$ cat src/led_display_update_framer_core_defines.svh
// Assertion macros shared by the framer RTL.
`ifndef LED_DISPLAY_UPDATE_FRAMER_CORE_DEFINES_SVH
`define LED_DISPLAY_UPDATE_FRAMER_CORE_DEFINES_SVH

// Same-cycle implication, checked out of reset.
`define LEDFRM_ASSERT_SAME(label, ante, cons, msg) \
  label: assert property (@(posedge clk) disable iff (rst) (ante) |-> (cons)) \
    else $error(msg);

// Next-cycle implication, checked out of reset.
`define LEDFRM_ASSERT_NEXT(label, ante, cons, msg) \
  label: assert property (@(posedge clk) disable iff (rst) (ante) |=> (cons)) \
    else $error(msg);

`endif

$ cat src/led_frm_pkg.sv
// ----------------------------------------------------------------------------
// led_frm_pkg
// Shared constants, types and the segment table of the update framer.
// ----------------------------------------------------------------------------
`timescale 1ns / 1ps
`default_nettype none

package led_frm_pkg;

  localparam int GRID_COUNT = 7;
  localparam int CMD_COUNT  = 4;
  localparam int LAST_STEP  = CMD_COUNT + GRID_COUNT - 1;
  localparam int STEP_W     = $clog2(LAST_STEP + 1);
  localparam int GRID_IDX_W = $clog2(GRID_COUNT);

  localparam int WORD_W     = 16;
  localparam int BYTE_W     = 8;
  localparam int COUNT_W    = 5;
  localparam int VALUE_W    = 16;
  localparam int DIGIT_W    = 4;
  localparam int SAT_W      = 14;
  localparam int BRIGHT_W   = 3;
  localparam int CFG_DATA_W = 8;
  localparam int CFG_INDEX_W = 3;

  localparam int QUEUE_DEPTH = 2;
  localparam int QPTR_W      = $clog2(QUEUE_DEPTH);
  localparam int QCOUNT_W    = $clog2(QUEUE_DEPTH + 1);

  // register indexes
  localparam logic [CFG_INDEX_W-1:0] REG_DISPLAY_ENABLE = 3'd0;
  localparam logic [CFG_INDEX_W-1:0] REG_BRIGHTNESS     = 3'd1;
  localparam logic [CFG_INDEX_W-1:0] REG_DATA_WRITE_CMD = 3'd2;
  localparam logic [CFG_INDEX_W-1:0] REG_MODE_CMD       = 3'd3;
  localparam logic [CFG_INDEX_W-1:0] REG_ON_BASE        = 3'd4;
  localparam logic [CFG_INDEX_W-1:0] REG_OFF_BASE       = 3'd5;

  // sequencer steps: the commands and address before the grid words, then the first and last grid steps
  localparam logic [STEP_W-1:0] STEP_DATA_CMD = STEP_W'(0);
  localparam logic [STEP_W-1:0] STEP_MODE_CMD = STEP_W'(1);
  localparam logic [STEP_W-1:0] STEP_CTRL_CMD = STEP_W'(2);
  localparam logic [STEP_W-1:0] STEP_ADDRESS  = STEP_W'(3);
  localparam logic [STEP_W-1:0] STEP_FIRST_GRID = STEP_W'(CMD_COUNT);
  localparam logic [STEP_W-1:0] STEP_LAST     = STEP_W'(LAST_STEP);

  localparam logic [BYTE_W-1:0]  ADDRESS_BYTE = 8'hC0;
  localparam logic [WORD_W-1:0]  POINT_MASK   = 16'h0004;
  localparam logic [WORD_W-1:0]  LAMP_MASK    = 16'h0800;
  localparam logic [COUNT_W-1:0] BYTE_BITS    = 5'd8;
  localparam logic [COUNT_W-1:0] WORD_BITS    = 5'd16;
  localparam logic [SAT_W-1:0]   VALUE_MAX    = 14'd9999;
  localparam logic [DIGIT_W-1:0] DIGIT_MAX    = 4'd9;

  // reciprocal constants, exact for values up to 9999
  localparam logic [14:0] RECIP_1000 = 15'd16778;
  localparam logic [13:0] RECIP_100  = 14'd10486;
  localparam logic [12:0] RECIP_10   = 13'd6554;

  typedef logic [GRID_COUNT-1:0][WORD_W-1:0] grid_words_t;

  typedef struct packed {
    grid_words_t words;
  } frame_t;

  typedef struct packed {
    logic                  display_enable;
    logic [BRIGHT_W-1:0]   brightness;
    logic [BYTE_W-1:0]     data_write_command;
    logic [BYTE_W-1:0]     mode_command;
    logic [BYTE_W-1:0]     display_on_base;
    logic [BYTE_W-1:0]     display_off_base;
  } cfg_t;

  function automatic logic [WORD_W-1:0] seg_pattern(input logic [DIGIT_W-1:0] d);
    logic [WORD_W-1:0] w;
    case (d)
      4'd0:    w = 16'h0333;
      4'd1:    w = 16'h0210;
      4'd2:    w = 16'h0139;
      4'd3:    w = 16'h0239;
      4'd4:    w = 16'h021A;
      4'd5:    w = 16'h022B;
      4'd6:    w = 16'h032B;
      4'd7:    w = 16'h0211;
      4'd8:    w = 16'h033B;
      default: w = 16'h023B;
    endcase
    return w;
  endfunction

  function automatic logic [DIGIT_W-1:0] sat_digit(input logic [DIGIT_W-1:0] d);
    return (d > DIGIT_MAX) ? DIGIT_MAX : d;
  endfunction

endpackage

`default_nettype wire

$ cat src/led_frm_if.sv
// ----------------------------------------------------------------------------
// led_frm_in_if / led_frm_out_if
// Valid/ready channels for display updates and serial transfers.
// ----------------------------------------------------------------------------
`timescale 1ns / 1ps
`default_nettype none

interface led_frm_in_if;
  import led_frm_pkg::*;

  logic                 valid;
  logic                 ready;
  logic [VALUE_W-1:0]   shown_value;
  logic                 decimal_point;
  logic                 red_lamp;
  logic                 green_lamp;
  logic [DIGIT_W-1:0]   grid0_digit;
  logic [DIGIT_W-1:0]   grid5_digit;
  logic [DIGIT_W-1:0]   grid6_digit;

  modport source (
    output valid, shown_value, decimal_point, red_lamp, green_lamp,
           grid0_digit, grid5_digit, grid6_digit,
    input  ready
  );
  modport sink (
    input  valid, shown_value, decimal_point, red_lamp, green_lamp,
           grid0_digit, grid5_digit, grid6_digit,
    output ready
  );
endinterface

interface led_frm_out_if;
  import led_frm_pkg::*;

  logic                 valid;
  logic                 ready;
  logic [WORD_W-1:0]    serial_word;
  logic [COUNT_W-1:0]   bit_count;
  logic                 strobe_fall_before;
  logic                 strobe_rise_after;
  logic                 last_of_run;

  modport source (
    output valid, serial_word, bit_count, strobe_fall_before, strobe_rise_after,
           last_of_run,
    input  ready
  );
  modport sink (
    input  valid, serial_word, bit_count, strobe_fall_before, strobe_rise_after,
           last_of_run,
    output ready
  );
endinterface

`default_nettype wire

$ cat src/led_frm_front.sv
// ----------------------------------------------------------------------------
// led_frm_front
// Accepts updates, splits the value into decimal digits and builds grid words.
// ----------------------------------------------------------------------------
`timescale 1ns / 1ps
`default_nettype none

module led_frm_front (
  input  wire logic                   clk,
  input  wire logic                   rst,
  led_frm_in_if.sink                  upd,
  input  wire logic                   queue_full,
  output logic                        push,
  output led_frm_pkg::frame_t         push_frame
);
  import led_frm_pkg::*;

  logic                 a_valid;
  logic [SAT_W-1:0]     a_value;
  logic [3:0]           a_q1000;
  logic [6:0]           a_q100;
  logic [9:0]           a_q10;
  logic                 a_point;
  logic                 a_red;
  logic                 a_green;
  logic [DIGIT_W-1:0]   a_g0;
  logic [DIGIT_W-1:0]   a_g5;
  logic [DIGIT_W-1:0]   a_g6;

  logic [SAT_W-1:0]     sat_value;
  logic [28:0]          prod1000;
  logic [27:0]          prod100;
  logic [26:0]          prod10;
  logic                 accept;

  logic [6:0]           hund_full;
  logic [9:0]           tens_full;
  logic [SAT_W-1:0]     ones_full;
  logic [DIGIT_W-1:0]   digit [7];
  logic [WORD_W-1:0]    word7 [7];

  assign upd.ready = !a_valid || !queue_full;
  assign accept    = upd.valid && upd.ready;
  assign push      = a_valid && !queue_full;

  assign sat_value = (upd.shown_value > VALUE_W'(VALUE_MAX)) ? VALUE_MAX
                                                           : upd.shown_value[SAT_W-1:0];
  assign prod1000  = 29'(sat_value) * 29'(RECIP_1000);
  assign prod100   = 28'(sat_value) * 28'(RECIP_100);
  assign prod10    = 27'(sat_value) * 27'(RECIP_10);

  always_ff @(posedge clk) begin
    if (rst) begin
      a_valid <= 1'b0;
    end else if (accept) begin
      a_valid <= 1'b1;
    end else if (push) begin
      a_valid <= 1'b0;
    end
  end

  always_ff @(posedge clk) begin
    if (accept) begin
      a_value <= sat_value;
      a_q1000 <= prod1000[27:24];
      a_q100  <= prod100[26:20];
      a_q10   <= prod10[25:16];
      a_point <= upd.decimal_point;
      a_red   <= upd.red_lamp;
      a_green <= upd.green_lamp;
      a_g0    <= sat_digit(upd.grid0_digit);
      a_g5    <= sat_digit(upd.grid5_digit);
      a_g6    <= sat_digit(upd.grid6_digit);
    end
  end

  // remainder of each quotient against ten times the next coarser one
  assign hund_full = a_q100 - ({3'b000, a_q1000} << 3) - ({3'b000, a_q1000} << 1);
  assign tens_full = a_q10 - ({3'b000, a_q100} << 3) - ({3'b000, a_q100} << 1);
  assign ones_full = a_value - ({4'b0000, a_q10} << 3) - ({4'b0000, a_q10} << 1);

  always_comb begin
    digit[0] = a_g0;
    digit[1] = tens_full[DIGIT_W-1:0];
    digit[2] = a_q1000;
    digit[3] = hund_full[DIGIT_W-1:0];
    digit[4] = ones_full[DIGIT_W-1:0];
    digit[5] = a_g5;
    digit[6] = a_g6;
    for (int g = 0; g < 7; g++) begin
      word7[g] = seg_pattern(digit[g]);
    end
    word7[0] = a_point ? (word7[0] | POINT_MASK) : (word7[0] & ~POINT_MASK);
    word7[1] = a_red   ? (word7[1] | LAMP_MASK)  : (word7[1] & ~LAMP_MASK);
    word7[4] = a_green ? (word7[4] | LAMP_MASK)  : (word7[4] & ~LAMP_MASK);
    for (int g = 0; g < GRID_COUNT; g++) begin
      push_frame.words[g] = word7[g];
    end
  end

endmodule

`default_nettype wire

$ cat src/led_frm_queue.sv
// ----------------------------------------------------------------------------
// led_frm_queue
// Short frame queue between the front and the transfer sequencer.
// ----------------------------------------------------------------------------
`timescale 1ns / 1ps
`default_nettype none

module led_frm_queue (
  input  wire logic                   clk,
  input  wire logic                   rst,
  input  wire logic                   push,
  input  wire led_frm_pkg::frame_t    push_frame,
  input  wire logic                   pop,
  output logic                        full,
  output logic                        head_valid,
  output led_frm_pkg::frame_t         head_frame
);
  import led_frm_pkg::*;

  frame_t                entry [QUEUE_DEPTH];
  logic [QPTR_W-1:0]     wr_ptr;
  logic [QPTR_W-1:0]     rd_ptr;
  logic [QCOUNT_W-1:0]   count;

  assign full       = (count == QCOUNT_W'(QUEUE_DEPTH));
  assign head_valid = (count != '0);
  assign head_frame = entry[rd_ptr];

  always_ff @(posedge clk) begin
    if (rst) begin
      wr_ptr <= '0;
      rd_ptr <= '0;
      count  <= '0;
    end else begin
      if (push) begin
        wr_ptr <= wr_ptr + QPTR_W'(1);
      end
      if (pop) begin
        rd_ptr <= rd_ptr + QPTR_W'(1);
      end
      if (push && !pop) begin
        count <= count + QCOUNT_W'(1);
      end else if (pop && !push) begin
        count <= count - QCOUNT_W'(1);
      end
    end
  end

  always_ff @(posedge clk) begin
    if (push) begin
      entry[wr_ptr] <= push_frame;
    end
  end

endmodule

`default_nettype wire

$ cat src/led_frm_back.sv
// ----------------------------------------------------------------------------
// led_frm_back
// Walks one queued frame through its command, address and grid transfers.
// ----------------------------------------------------------------------------
`timescale 1ns / 1ps
`default_nettype none

module led_frm_back (
  input  wire logic                   clk,
  input  wire logic                   rst,
  input  wire led_frm_pkg::cfg_t      cfg,
  input  wire logic                   head_valid,
  input  wire led_frm_pkg::frame_t    head_frame,
  output logic                        pop,
  led_frm_out_if.source               xfer
);
  import led_frm_pkg::*;

  logic [STEP_W-1:0]     step;
  logic                  advance;
  logic [GRID_IDX_W-1:0] grid_idx;
  logic [BYTE_W-1:0]     ctrl_byte;
  logic [WORD_W-1:0]     word_next;
  logic [COUNT_W-1:0]    count_next;
  logic                  fall_next;
  logic                  rise_next;
  logic                  last_next;

  assign advance   = head_valid && (!xfer.valid || xfer.ready);
  assign pop       = advance && (step == STEP_LAST);
  assign grid_idx  = GRID_IDX_W'(step - STEP_FIRST_GRID);
  assign ctrl_byte = (cfg.display_enable ? cfg.display_on_base : cfg.display_off_base)
                   | BYTE_W'(cfg.brightness);

  always_comb begin
    word_next  = head_frame.words[grid_idx];
    count_next = WORD_BITS;
    fall_next  = 1'b0;
    rise_next  = (step == STEP_LAST);
    last_next  = (step == STEP_LAST);
    unique case (step)
      STEP_DATA_CMD: begin
        word_next  = WORD_W'(cfg.data_write_command);
        count_next = BYTE_BITS;
        fall_next  = 1'b1;
        rise_next  = 1'b1;
      end
      STEP_MODE_CMD: begin
        word_next  = WORD_W'(cfg.mode_command);
        count_next = BYTE_BITS;
        fall_next  = 1'b1;
        rise_next  = 1'b1;
      end
      STEP_CTRL_CMD: begin
        word_next  = WORD_W'(ctrl_byte);
        count_next = BYTE_BITS;
        fall_next  = 1'b1;
        rise_next  = 1'b1;
      end
      STEP_ADDRESS: begin
        word_next  = WORD_W'(ADDRESS_BYTE);
        count_next = BYTE_BITS;
        fall_next  = 1'b1;
        rise_next  = 1'b0;
      end
      default: begin
      end
    endcase
  end

  always_ff @(posedge clk) begin
    if (rst) begin
      step       <= STEP_DATA_CMD;
      xfer.valid <= 1'b0;
    end else begin
      if (advance) begin
        xfer.valid <= 1'b1;
        step       <= (step == STEP_LAST) ? STEP_DATA_CMD : step + STEP_W'(1);
      end else if (xfer.ready) begin
        xfer.valid <= 1'b0;
      end
    end
  end

  always_ff @(posedge clk) begin
    if (advance) begin
      xfer.serial_word        <= word_next;
      xfer.bit_count          <= count_next;
      xfer.strobe_fall_before <= fall_next;
      xfer.strobe_rise_after  <= rise_next;
      xfer.last_of_run        <= last_next;
    end
  end

endmodule

`default_nettype wire

$ cat src/led_display_update_framer_core.sv
// ----------------------------------------------------------------------------
// led_display_update_framer_core
// Turns one display update into the command, address and grid transfers
// that refresh a seven-segment LED controller.
// ----------------------------------------------------------------------------
//  channel  | direction | moves
//  upd      | in        | one display update per transaction
//  xfer     | out       | one serial transfer per transaction, 4 + GRID_COUNT per update
//  cfg_*    | in        | register write, one per cycle with cfg_wr_en
//
//  Each update costs 4 + GRID_COUNT transfers (11 with seven grids); the transfer
//  sequencer emits one transfer per cycle while xfer is not stalled, from the head
//  of a two-deep frame queue. An accepted update is registered in the front stage,
//  pushed into the queue while it is not full; the sequencer registers its transfers
//  onto xfer. Reset (synchronous, rst high) empties the front stage and queue,
//  restarts the sequencer and loads register defaults. A stalled xfer holds the
//  sequencer; upd keeps accepting until the front stage and queue are full.
// ----------------------------------------------------------------------------
`timescale 1ns / 1ps
`default_nettype none

`include "led_display_update_framer_core_defines.svh"

module led_display_update_framer_core (
  input  wire logic                                   clk,
  input  wire logic                                   rst,
  led_frm_in_if.sink                                  upd,
  led_frm_out_if.source                               xfer,
  input  wire logic                                   cfg_wr_en,
  input  wire logic [led_frm_pkg::CFG_INDEX_W-1:0]    cfg_index,
  input  wire logic [led_frm_pkg::CFG_DATA_W-1:0]     cfg_data
);
  import led_frm_pkg::*;

  cfg_t    cfg;
  logic    queue_full;
  logic    push;
  frame_t  push_frame;
  logic    pop;
  logic    head_valid;
  frame_t  head_frame;

  always_ff @(posedge clk) begin
    if (rst) begin
      cfg.display_enable     <= 1'b0;
      cfg.brightness         <= 3'd0;
      cfg.data_write_command <= 8'd64;
      cfg.mode_command       <= 8'd3;
      cfg.display_on_base    <= 8'd136;
      cfg.display_off_base   <= 8'd128;
    end else if (cfg_wr_en) begin
      unique case (cfg_index)
        REG_DISPLAY_ENABLE: cfg.display_enable     <= cfg_data[0];
        REG_BRIGHTNESS:     cfg.brightness         <= cfg_data[BRIGHT_W-1:0];
        REG_DATA_WRITE_CMD: cfg.data_write_command <= cfg_data;
        REG_MODE_CMD:       cfg.mode_command       <= cfg_data;
        REG_ON_BASE:        cfg.display_on_base    <= cfg_data;
        REG_OFF_BASE:       cfg.display_off_base   <= cfg_data;
        default: begin
        end
      endcase
    end
  end

  led_frm_front u_front (
    .clk        (clk),
    .rst        (rst),
    .upd        (upd),
    .queue_full (queue_full),
    .push       (push),
    .push_frame (push_frame)
  );

  led_frm_queue u_queue (
    .clk        (clk),
    .rst        (rst),
    .push       (push),
    .push_frame (push_frame),
    .pop        (pop),
    .full       (queue_full),
    .head_valid (head_valid),
    .head_frame (head_frame)
  );

  led_frm_back u_back (
    .clk        (clk),
    .rst        (rst),
    .cfg        (cfg),
    .head_valid (head_valid),
    .head_frame (head_frame),
    .pop        (pop),
    .xfer       (xfer)
  );

  `LEDFRM_ASSERT_SAME(a_no_push_when_full, push, !queue_full, "frame pushed into full queue")
  `LEDFRM_ASSERT_SAME(a_pop_needs_head, pop, head_valid, "frame popped from empty queue")
  `LEDFRM_ASSERT_NEXT(a_pop_ends_run, pop, xfer.valid && xfer.last_of_run,
                      "pop without last transfer")
  `LEDFRM_ASSERT_SAME(a_last_is_word, xfer.valid && xfer.last_of_run,
                      xfer.strobe_rise_after && (xfer.bit_count == WORD_BITS),
                      "last transfer not a closing grid word")

endmodule

`default_nettype wire

$ cat src/flat_wrapper.sv
// flat-port wrapper written by rule: the top's interface ports become plain ports
module led_display_update_framer_core_flat import led_frm_pkg::*;
  (clk, rst, cfg_wr_en, cfg_index, cfg_data, upd_valid, upd_shown_value, upd_decimal_point, upd_red_lamp, upd_green_lamp, upd_grid0_digit, upd_grid5_digit, upd_grid6_digit, upd_ready, xfer_valid, xfer_serial_word, xfer_bit_count, xfer_strobe_fall_before, xfer_strobe_rise_after, xfer_last_of_run, xfer_ready);
  led_frm_in_if upd_i ();
  led_frm_out_if xfer_i ();
  input  wire logic clk;
  input  wire logic rst;
  input  wire logic cfg_wr_en;
  input  wire logic [led_frm_pkg::CFG_INDEX_W-1:0] cfg_index;
  input  wire logic [led_frm_pkg::CFG_DATA_W-1:0] cfg_data;
  input wire logic [$bits(upd_i.valid)-1:0] upd_valid;
  input wire logic [$bits(upd_i.shown_value)-1:0] upd_shown_value;
  input wire logic [$bits(upd_i.decimal_point)-1:0] upd_decimal_point;
  input wire logic [$bits(upd_i.red_lamp)-1:0] upd_red_lamp;
  input wire logic [$bits(upd_i.green_lamp)-1:0] upd_green_lamp;
  input wire logic [$bits(upd_i.grid0_digit)-1:0] upd_grid0_digit;
  input wire logic [$bits(upd_i.grid5_digit)-1:0] upd_grid5_digit;
  input wire logic [$bits(upd_i.grid6_digit)-1:0] upd_grid6_digit;
  output wire logic [$bits(upd_i.ready)-1:0] upd_ready;
  output wire logic [$bits(xfer_i.valid)-1:0] xfer_valid;
  output wire logic [$bits(xfer_i.serial_word)-1:0] xfer_serial_word;
  output wire logic [$bits(xfer_i.bit_count)-1:0] xfer_bit_count;
  output wire logic [$bits(xfer_i.strobe_fall_before)-1:0] xfer_strobe_fall_before;
  output wire logic [$bits(xfer_i.strobe_rise_after)-1:0] xfer_strobe_rise_after;
  output wire logic [$bits(xfer_i.last_of_run)-1:0] xfer_last_of_run;
  input wire logic [$bits(xfer_i.ready)-1:0] xfer_ready;
  assign upd_i.valid = upd_valid;
  assign upd_i.shown_value = upd_shown_value;
  assign upd_i.decimal_point = upd_decimal_point;
  assign upd_i.red_lamp = upd_red_lamp;
  assign upd_i.green_lamp = upd_green_lamp;
  assign upd_i.grid0_digit = upd_grid0_digit;
  assign upd_i.grid5_digit = upd_grid5_digit;
  assign upd_i.grid6_digit = upd_grid6_digit;
  assign upd_ready = upd_i.ready;
  assign xfer_valid = xfer_i.valid;
  assign xfer_serial_word = xfer_i.serial_word;
  assign xfer_bit_count = xfer_i.bit_count;
  assign xfer_strobe_fall_before = xfer_i.strobe_fall_before;
  assign xfer_strobe_rise_after = xfer_i.strobe_rise_after;
  assign xfer_last_of_run = xfer_i.last_of_run;
  assign xfer_i.ready = xfer_ready;
  led_display_update_framer_core u_core (.clk(clk), .rst(rst), .upd(upd_i), .xfer(xfer_i), .cfg_wr_en(cfg_wr_en), .cfg_index(cfg_index), .cfg_data(cfg_data));
endmodule
$ cat config.mk
export PLATFORM = sky130hd
export DESIGN_NAME = led_display_update_framer_core_flat
export DESIGN_NICKNAME = d
export VERILOG_FILES = /design/src/led_frm_pkg.sv /design/src/led_frm_if.sv /design/src/led_frm_front.sv /design/src/led_frm_queue.sv /design/src/led_frm_back.sv /design/src/led_display_update_framer_core.sv /design/src/flat_wrapper.sv
export VERILOG_INCLUDE_DIRS = /design/src /design/src/src
export SDC_FILE = /design/constraint.sdc
export NUM_CORES = 1
export LEC_CHECK = 0
export BUFFER_PORTS_ARGS = -buffer_cell sky130_fd_sc_hd__buf_2
export CORE_ASPECT_RATIO = 1.75
export CORE_UTILIZATION = 55
export CTS_CLUSTER_SIZE = 14
export DETAILED_ROUTE_END_ITERATION = 10
export GPL_ROUTABILITY_DRIVEN = 0
export PLACE_DENSITY = 0.72
export SYNTH_ARGS = -nofsm -noshare
export SYNTH_HDL_FRONTEND = slang
export SYNTH_SLANG_ARGS = --single-unit
$ cat constraint.sdc
create_clock -name clk -period 14.93 [get_ports clk]
set_input_delay 4.479 -clock clk [delete_from_list [all_inputs] [get_ports clk]]
set_output_delay 4.479 -clock clk [all_outputs]
set_load 0.005 [all_outputs]
# Word level (Yosys, flattened, before mapping)
# Memory sizes are Yosys's and may differ from the RTL's. A register that Yosys moved wholly into a read port is not among the register bits.
# Cells that the tools add are included.
[word_totals]
reg_bits = 101
latchBits = 0
mem_bits_rw = 224
mem_bits_ro = 784
inputBits = 47
output_inout_bits = 26
elab_cells = 122
mem_count = 8
[classes]
n_addsub = 12
multipliers = 3
div = 0
order_cmp = 5
eq_ne = 10
n_shift = 0
mux = 29
bitwise_logic = 1
reduce_logical = 27
[memory_table]
columns = ["name", "words", "width", "rd", "rd_clocked_by_memory_dff", "write_ports", "line_no", "source"]
rows = [
  ["u_core.u_queue.entry", 2, 112, 1, 1, 1, "led_frm_queue.sv:20", "frame_t entry [QUEUE_DEPTH];"],
  ["(name not given)", 16, 7, 1, 1, 0, "led_frm_pkg.sv:76", "case (d)"],
  ["(name not given)", 16, 7, 1, 0, 0, "led_frm_pkg.sv:76", ""],
  ["(name not given)", 16, 7, 1, 1, 0, "led_frm_pkg.sv:76", ""],
  ["(name not given)", 16, 7, 1, 0, 0, "led_frm_pkg.sv:76", ""],
  ["(name not given)", 16, 7, 1, 0, 0, "led_frm_pkg.sv:76", ""],
  ["2 more memories", "-", "-", "-", "-", "-", "-", ""],
]
[op_table]
columns = ["cell", "count"]
rows = [
  ["16-bit one-hot mux with 4 select lines", 1],
  ["16-bit binary-select mux with 3-bit select", 1],
  ["4-bit two-way mux", 8],
  ["14-bit by 14-bit multiplier with 27-bit output, second input constant", 1],
  ["12-bit two-way mux", 2],
  ["4-bit subtractor", 6],
  ["14-bit by 13-bit multiplier with 23-bit output, second input constant", 1],
  ["14-bit by 12-bit multiplier with 19-bit output, second input constant", 1],
  ["16-bit by 14-bit > comparator with 1-bit output, second input constant", 1],
  ["16-bit two-way mux", 1],
  ["14-bit two-way mux", 1],
  ["4-bit > comparator, second input constant", 3],
  ["2-bit AND reduction", 6],
  ["1-bit two-way mux", 9],
  ["4-bit by 2-bit equality test with 1-bit output, second input constant", 2],
  ["8-bit two-way mux", 1],
  ["8-bit by 3-bit bitwise OR with 8-bit output", 1],
  ["2-bit nonzero test", 4],
  ["3-bit by 2-bit equality test with 1-bit output, second input constant", 2],
  ["3-bit equality test, second input constant", 2],
  ["1-bit logical AND", 6],
  ["1-bit logical NOT", 5],
  ["5-bit two-way mux", 1],
  ["4-bit by 1-bit adder with 4-bit output, second input constant", 1],
  ["other kinds (17)", 20],
]

# Logic depth before layout (Yosys ltp)
[logic_depth]
ltp_word = 7
mapped_depth = 26
ltp_nobuf = 24

# Hierarchy
# From an unflattened synthesis, not the netlist that was laid out.
[hier_totals]
cells_unflattened = 1873
area_unflattened_um2 = 22814.4
[modules_own_cells]
columns = ["module", "n_inst", "cells_per_inst", "area_each_um2", "seq_area_each_um2"]
rows = [
  ["led_frm_front", 1, 1156, 10840.4, 1511.4],
  ["led_frm_queue", 1, 370, 8308.0, 6826.5],
  ["led_frm_back", 1, 208, 2158.3, 700.7],
  ["led_display_update_framer_core", 1, 139, 1507.7, 720.7],
]

# Worst setup path before layout
# OpenSTA, ideal clock, no wires.
[synth_path]
path_kind = "input -> register"
startpoint = "input upd_shown_value[4]"
endpoint = "register, netlist name u_core.u_front.push_frame[37]"
setup_ps = 123
arrival_ps = 10030
t_required_ps = 14807
path_slack_ps = 4776
cell_stages = 26
path_buffers = 2
path_cell_list = "buf_2 > nor4_1 > nor2_1 > nor2_1 > clkbuf_1 > nand2_1 > inv_1 > ha_1 > xnor2_1 > ha_1 > inv_1 > fa_1 > inv_1 > fa_1 > ha_1 > ha_1 > a21oi_1 > o21ai_0 > a311oi_1 > a22oi_1 > xor2_1 > mux2i_1 > inv_1 > ha_1 > mux2i_1 > or2_2"
[synth_between]
elab_chain_cells = 4
[synth_lines]
columns = ["element", "line_no", "source"]
rows = [
  ["start, declared", "flat_wrapper.sv:12", "input wire logic [$bits(upd_i.shown_value)-1:0] upd_shown_value;"],
  ["16-bit by 14-bit > comparator with 1-bit output", "led_frm_front.sv:46", "assign sat_value = (upd.shown_value > VALUE_W'(VALUE_MAX)) ? VALUE_MAX"],
  ["14-bit two-way mux *", "led_frm_front.sv:46", ""],
  ["14-bit by 14-bit multiplier with 27-bit output *", "led_frm_front.sv:48", "assign prod1000 = 29'(sat_value) * 29'(RECIP_1000);"],
  ["net u_core.u_front.prod1000[24]", "led_frm_front.sv:31", "logic [28:0] prod1000;"],
  ["4-bit two-way mux (no line) *", "-", ""],
]
# The timed path passes the listed nets; every way through them passes the cells marked *.
# A chain may end at the register's enable or synchronous reset.

# Final worst setup path
[layout_path]
startpoint = "input upd_shown_value[4]"
endpoint = "register, netlist name u_core.u_front.push_frame[37]"
[layout_between]
elab_chain_cells = 4
[layout_lines]
columns = ["element", "line_no"]
rows = [
  ["16-bit by 14-bit > comparator with 1-bit output", "led_frm_front.sv:46"],
  ["14-bit two-way mux *", "led_frm_front.sv:46"],
  ["14-bit by 14-bit multiplier with 27-bit output *", "led_frm_front.sv:48"],
  ["net u_core.u_front.prod1000[24]", "led_frm_front.sv:31"],
  ["4-bit two-way mux (no line) *", "-"],
]
# Marked as above.

==> impl_metrics.py <==
metrics = {
    "synth": {
        "ys.flop_type": "edfxtp_1",
        "synthArstFlopShare": 0,
        "netlist-cell-type-count": 61,
        "yosysMostFrequentCell": "inv_1",
        "postSynthCellCount": 1571,
        "avgSynthCellArea_um2": 10.79,
        "yosys.area.top_type": "edfxtp_1",
        "seq_area_frac_synth": 0.3543,
        "yosys_warnings": 0,
        "synth-seq-cells": 225,
        "yosys-top-cells-area": "edfxtp_1 27%, ha_1 18%, fa_1 14%",
        "synth.top_cell.area_share": 0.2657,
        "ys_top_cells_by_count": "268 x inv_1, 244 x ha_1, 150 x edfxtp_1",
        "synth_edf_count": 150,
        "syn-cell-area_um2": 16950,
    },
    "setup_path": {
        "r2r-end": "u_core.u_front.push_frame[4]",
        "crit_chain": "buf_2 > nor4_1 > nor2_1 > nor2_1 > and2_1 > ha_1 > ha_1 > ha_1 > ha_1 > fa_1 > inv_1 > fa_1 > inv_1 > ha_1 > and4_1 > nor2b_1 > o211ai_1 > a22oi_1 > xor2_1 > mux2i_1 > inv_1 > ha_1 > mux2i_1 > or2_2",
        "cpMaxStageDelayCell": "and2_1",
        "critPathKind": "input port to flop",
        "cpPeakStageDelay_ps": 610,
        "critPathRequiredTime_ps": 15310,
        "worstSetupStartpointType": "input port",
        "reg2reg_slack_ps": 11830,
        "crit_start": "upd_shown_value[4]",
        "cp_data_arrival_time_ps": 10890,
        "rr_startpoint": "u_core.u_queue.count[0]",
        "reg2reg_depth": 8,
        "cp_common_cell": "ha_1",
        "critPathCaptureType": "flop",
        "crit_fanout": 12,
    },
    "floorplanning": {
        "start_util": 0.5620,
        "die_area_um2": 31560,
        "die_x_um": 134.7,
        "die-height_um": 234.3,
        "boundaryPins": 73,
        "row_count": 84,
        "fp.coreArea_um2": 30160,
    },
    "clocking": {
        "holdBufCountCts": 0,
        "cts_sinks": 225,
        "post-cts-setup-buffers": 0,
        "cts_resized": 0,
        "cts.clk_slew.worst_paths_ps": 60,
        "clk_latency_ps": 500,
        "cts_tree": "done",
        "cts_buffer_depth": 3,
        "ctsHtreeMaxLevel": 1,
        "clockRootBuffer": "clkbuf_16",
        "cts_buffers": 20,
    },
    "timing": {
        "slew_viol_final": 0,
        "fin_crit_ps": 10510,
        "hold_viol": 0,
        "finalCritPeriodShare": 0.7039,
        "max_freq_mhz": 95.15,
        "fin_skew_ps": 14.33,
        "setup_slack_ps": 4421,
        "slew_headroom": 0.3028,
        "whs_ps": 424.6,
        "fin_setup_tns_ps": 0,
        "setup_violations": 0,
        "rsz0062_at_grt": "no",
        "tightest_slew_ps": 1038,
    },
    "pwr": {
        "max-vdd-ir-drop_mv": 0.09781,
        "p_leak_nw": 8.222,
        "powerDensity_nw_per_um2": 128.1,
    },
    "placed_design": {
        "pre_cts_slack_ps": 3996,
        "placed_cells": 1986,
        "port_buffers": 64,
        "dp_hpwl_um": 30790,
    },
    "min_path": {
        "whs_endpoint": "u_core.u_queue.entry[0][36]",
        "hold_depth": 0,
        "min-delay-start": "u_core.u_front.push_frame[36]",
        "min_path_type": "flop to flop",
    },
    "final_layout": {
        "layout-drive-gt1-share": 0.09297,
        "fin_util": 0.6039,
        "areaGrowthSynthToFinish_pct": 7.454,
        "insertedDiodeCount": 0,
        "finalNetCount": 2027,
        "finalNonFillerCells": 2022,
        "num-fill-cells": 2464,
    },
    "global_routing": {
        "antenna_found_initial": 0,
        "overflow": 0,
        "grt_pass1_wl_um": 59110,
        "grt_pass1_vias": 11690,
        "track_usage": 0.2479,
        "grt_max_degree": 53,
    },
    "route": {
        "wl_per_cell_um": 18.61,
        "viasPerCell": 5.503,
        "wl_um": 37630,
        "drtIter0Drc": 504,
        "via_count": 11130,
        "dr.pass1.iters": 5,
        "drc_errors": 0,
        "ant_nets": 0,
    },
    "status": {
        "status": "completed",
    },
    "flow_run": {
        "maxCapViolCount": 0,
    },
}
[power by group]
part / total (mW) / leakage [nW] / internal [mW] / switching (mW)
logic: 1.03 / 5.99 / 0.421 / 0.608
clock network: 0.479 / 0.286 / 0.268 / 0.212
registers: 0.825 / 1.95 / 0.791 / 0.0339
[worst max-delay path by stage]
stage	end	slack [ps]	cells after the start
2_1_floorplan	u_core.u_front.push_frame[37]	4780	26
3_3_place_gp	u_core.u_front.push_frame[37]	4060	25
3_5_place_dp	u_core.u_front.push_frame[37]	4000	24
4_1_cts	u_core.u_front.push_frame[37]	4490	24
5_1_grt	u_core.u_front.push_frame[37]	4050	25
6_report	u_core.u_front.push_frame[37]	4420	24
[cell families (layout without fill, tap and decap cells)]
family                     after synthesis  in the layout  share of synthesized area
buffers and inverters                  320            377                    0.07358
xor gates and xnor gates                61             61                    0.03233
other                                    1              8                  0.0002212
muxes                                   80             80                    0.05853
AOI/OAI and AO/OA                      186            186                    0.06997
and+or+nand+nor                        339            339                    0.09521
DFF                                    225            225                     0.3543
adders and majority gates              359            359                     0.3159
[registers in the layout (all words and copies together), names as in the netlist, named ones only]
register	cells
u_core.cfg	36
u_core.u_back.step	4
u_core.u_back.xfer.bit_count	2
u_core.u_back.xfer.last_of_run	1
u_core.u_back.xfer.serial_word	11
u_core.u_back.xfer.strobe_rise_after	1
u_core.u_back.xfer.valid	1
u_core.u_front.a_g0	4
u_core.u_front.a_g5	4
u_core.u_front.a_g6	4
u_core.u_front.a_green	1
u_core.u_front.a_point	1
u_core.u_front.a_q10	4
u_core.u_front.a_q100	4
u_core.u_front.a_q1000	4
u_core.u_front.a_red	1
u_core.u_front.a_valid	1
u_core.u_front.a_value	4
u_core.u_front.push_frame	28
u_core.u_queue.count	2
u_core.u_queue.entry	104
u_core.u_queue.rd_ptr	1
u_core.u_queue.wr_ptr	1
[critical path, delay by kind of cell]
| kind | cells | cell delay [ps] |
|---|---|---|
| buffers and inverters | 4 | 360 |
| multiplexers | 2 | 470 |
| AND/OR/NAND/NOR | 7 | 2180 |
| AO/OA/AOI/OAI | 2 | 340 |
| XOR/XNOR | 1 | 120 |
| adder cells (fa/ha/maj) | 8 | 2930 |
[placed cells by master, fill, tap and decap left out, types with 9 or more instances in the layout]
cell | netlist | routed
xnor2_1 | 39 | 39
xor2_1 | 21 | 21
clkbuf_16 | 0 | 21
buf_2 | 3 | 64
ha_1 | 244 | 244
clkbuf_1 | 31 | 10
or3_1 | 11 | 11
a21o_1 | 16 | 16
nor2_1 | 70 | 69
fa_1 | 115 | 115
nand2b_1 | 14 | 14
mux4_2 | 14 | 14
nand3_1 | 16 | 16
mux2i_1 | 53 | 53
edfxtp_1 | 150 | 150
dfxtp_1 | 75 | 74
nor2b_1 | 18 | 18
nor3_1 | 9 | 9
o21ai_0 | 37 | 37
nand3b_1 | 9 | 9
a211oi_1 | 19 | 19
nand2_1 | 140 | 140
mux2_2 | 13 | 13
o211ai_1 | 16 | 16
a21oi_1 | 62 | 62
or2_2 | 11 | 11
inv_1 | 268 | 268
[area by class of cell]
cell class                      instances  area [um^2]  area share
Multi-Input combinational cell       1033         9734      0.5344
Sequential cell                       225         6007      0.3298
Inverter                              270         1018     0.05591
Clock buffer                           33        584.3     0.03208
Tap cell                              387        484.2     0.02658
Timing Repair Buffer                   71        372.9     0.02047
Clock inverter                          3        15.01   0.0008242
[per-stage QoR]
stage / power, mW / cell area [um^2]
finish: 2.333 / 18220
global route: 2.517 / 18220
CTS: 2.357 / 18220
detailed placement: 1.870 / 17620
global placement: 1.828 / 17620
floorplan: 1.592 / 16980
[metal layers]
metal	wire length (um)	part of all wire	global-route usage
met5	0	0	0
met4	3114	0.083	0.1991
met3	1082	0.029	0.02183
met1	12260	0.33	0.2213
met2	21170	0.56	0.4940
No activity file was read; power rests on OpenSTA's default activity.
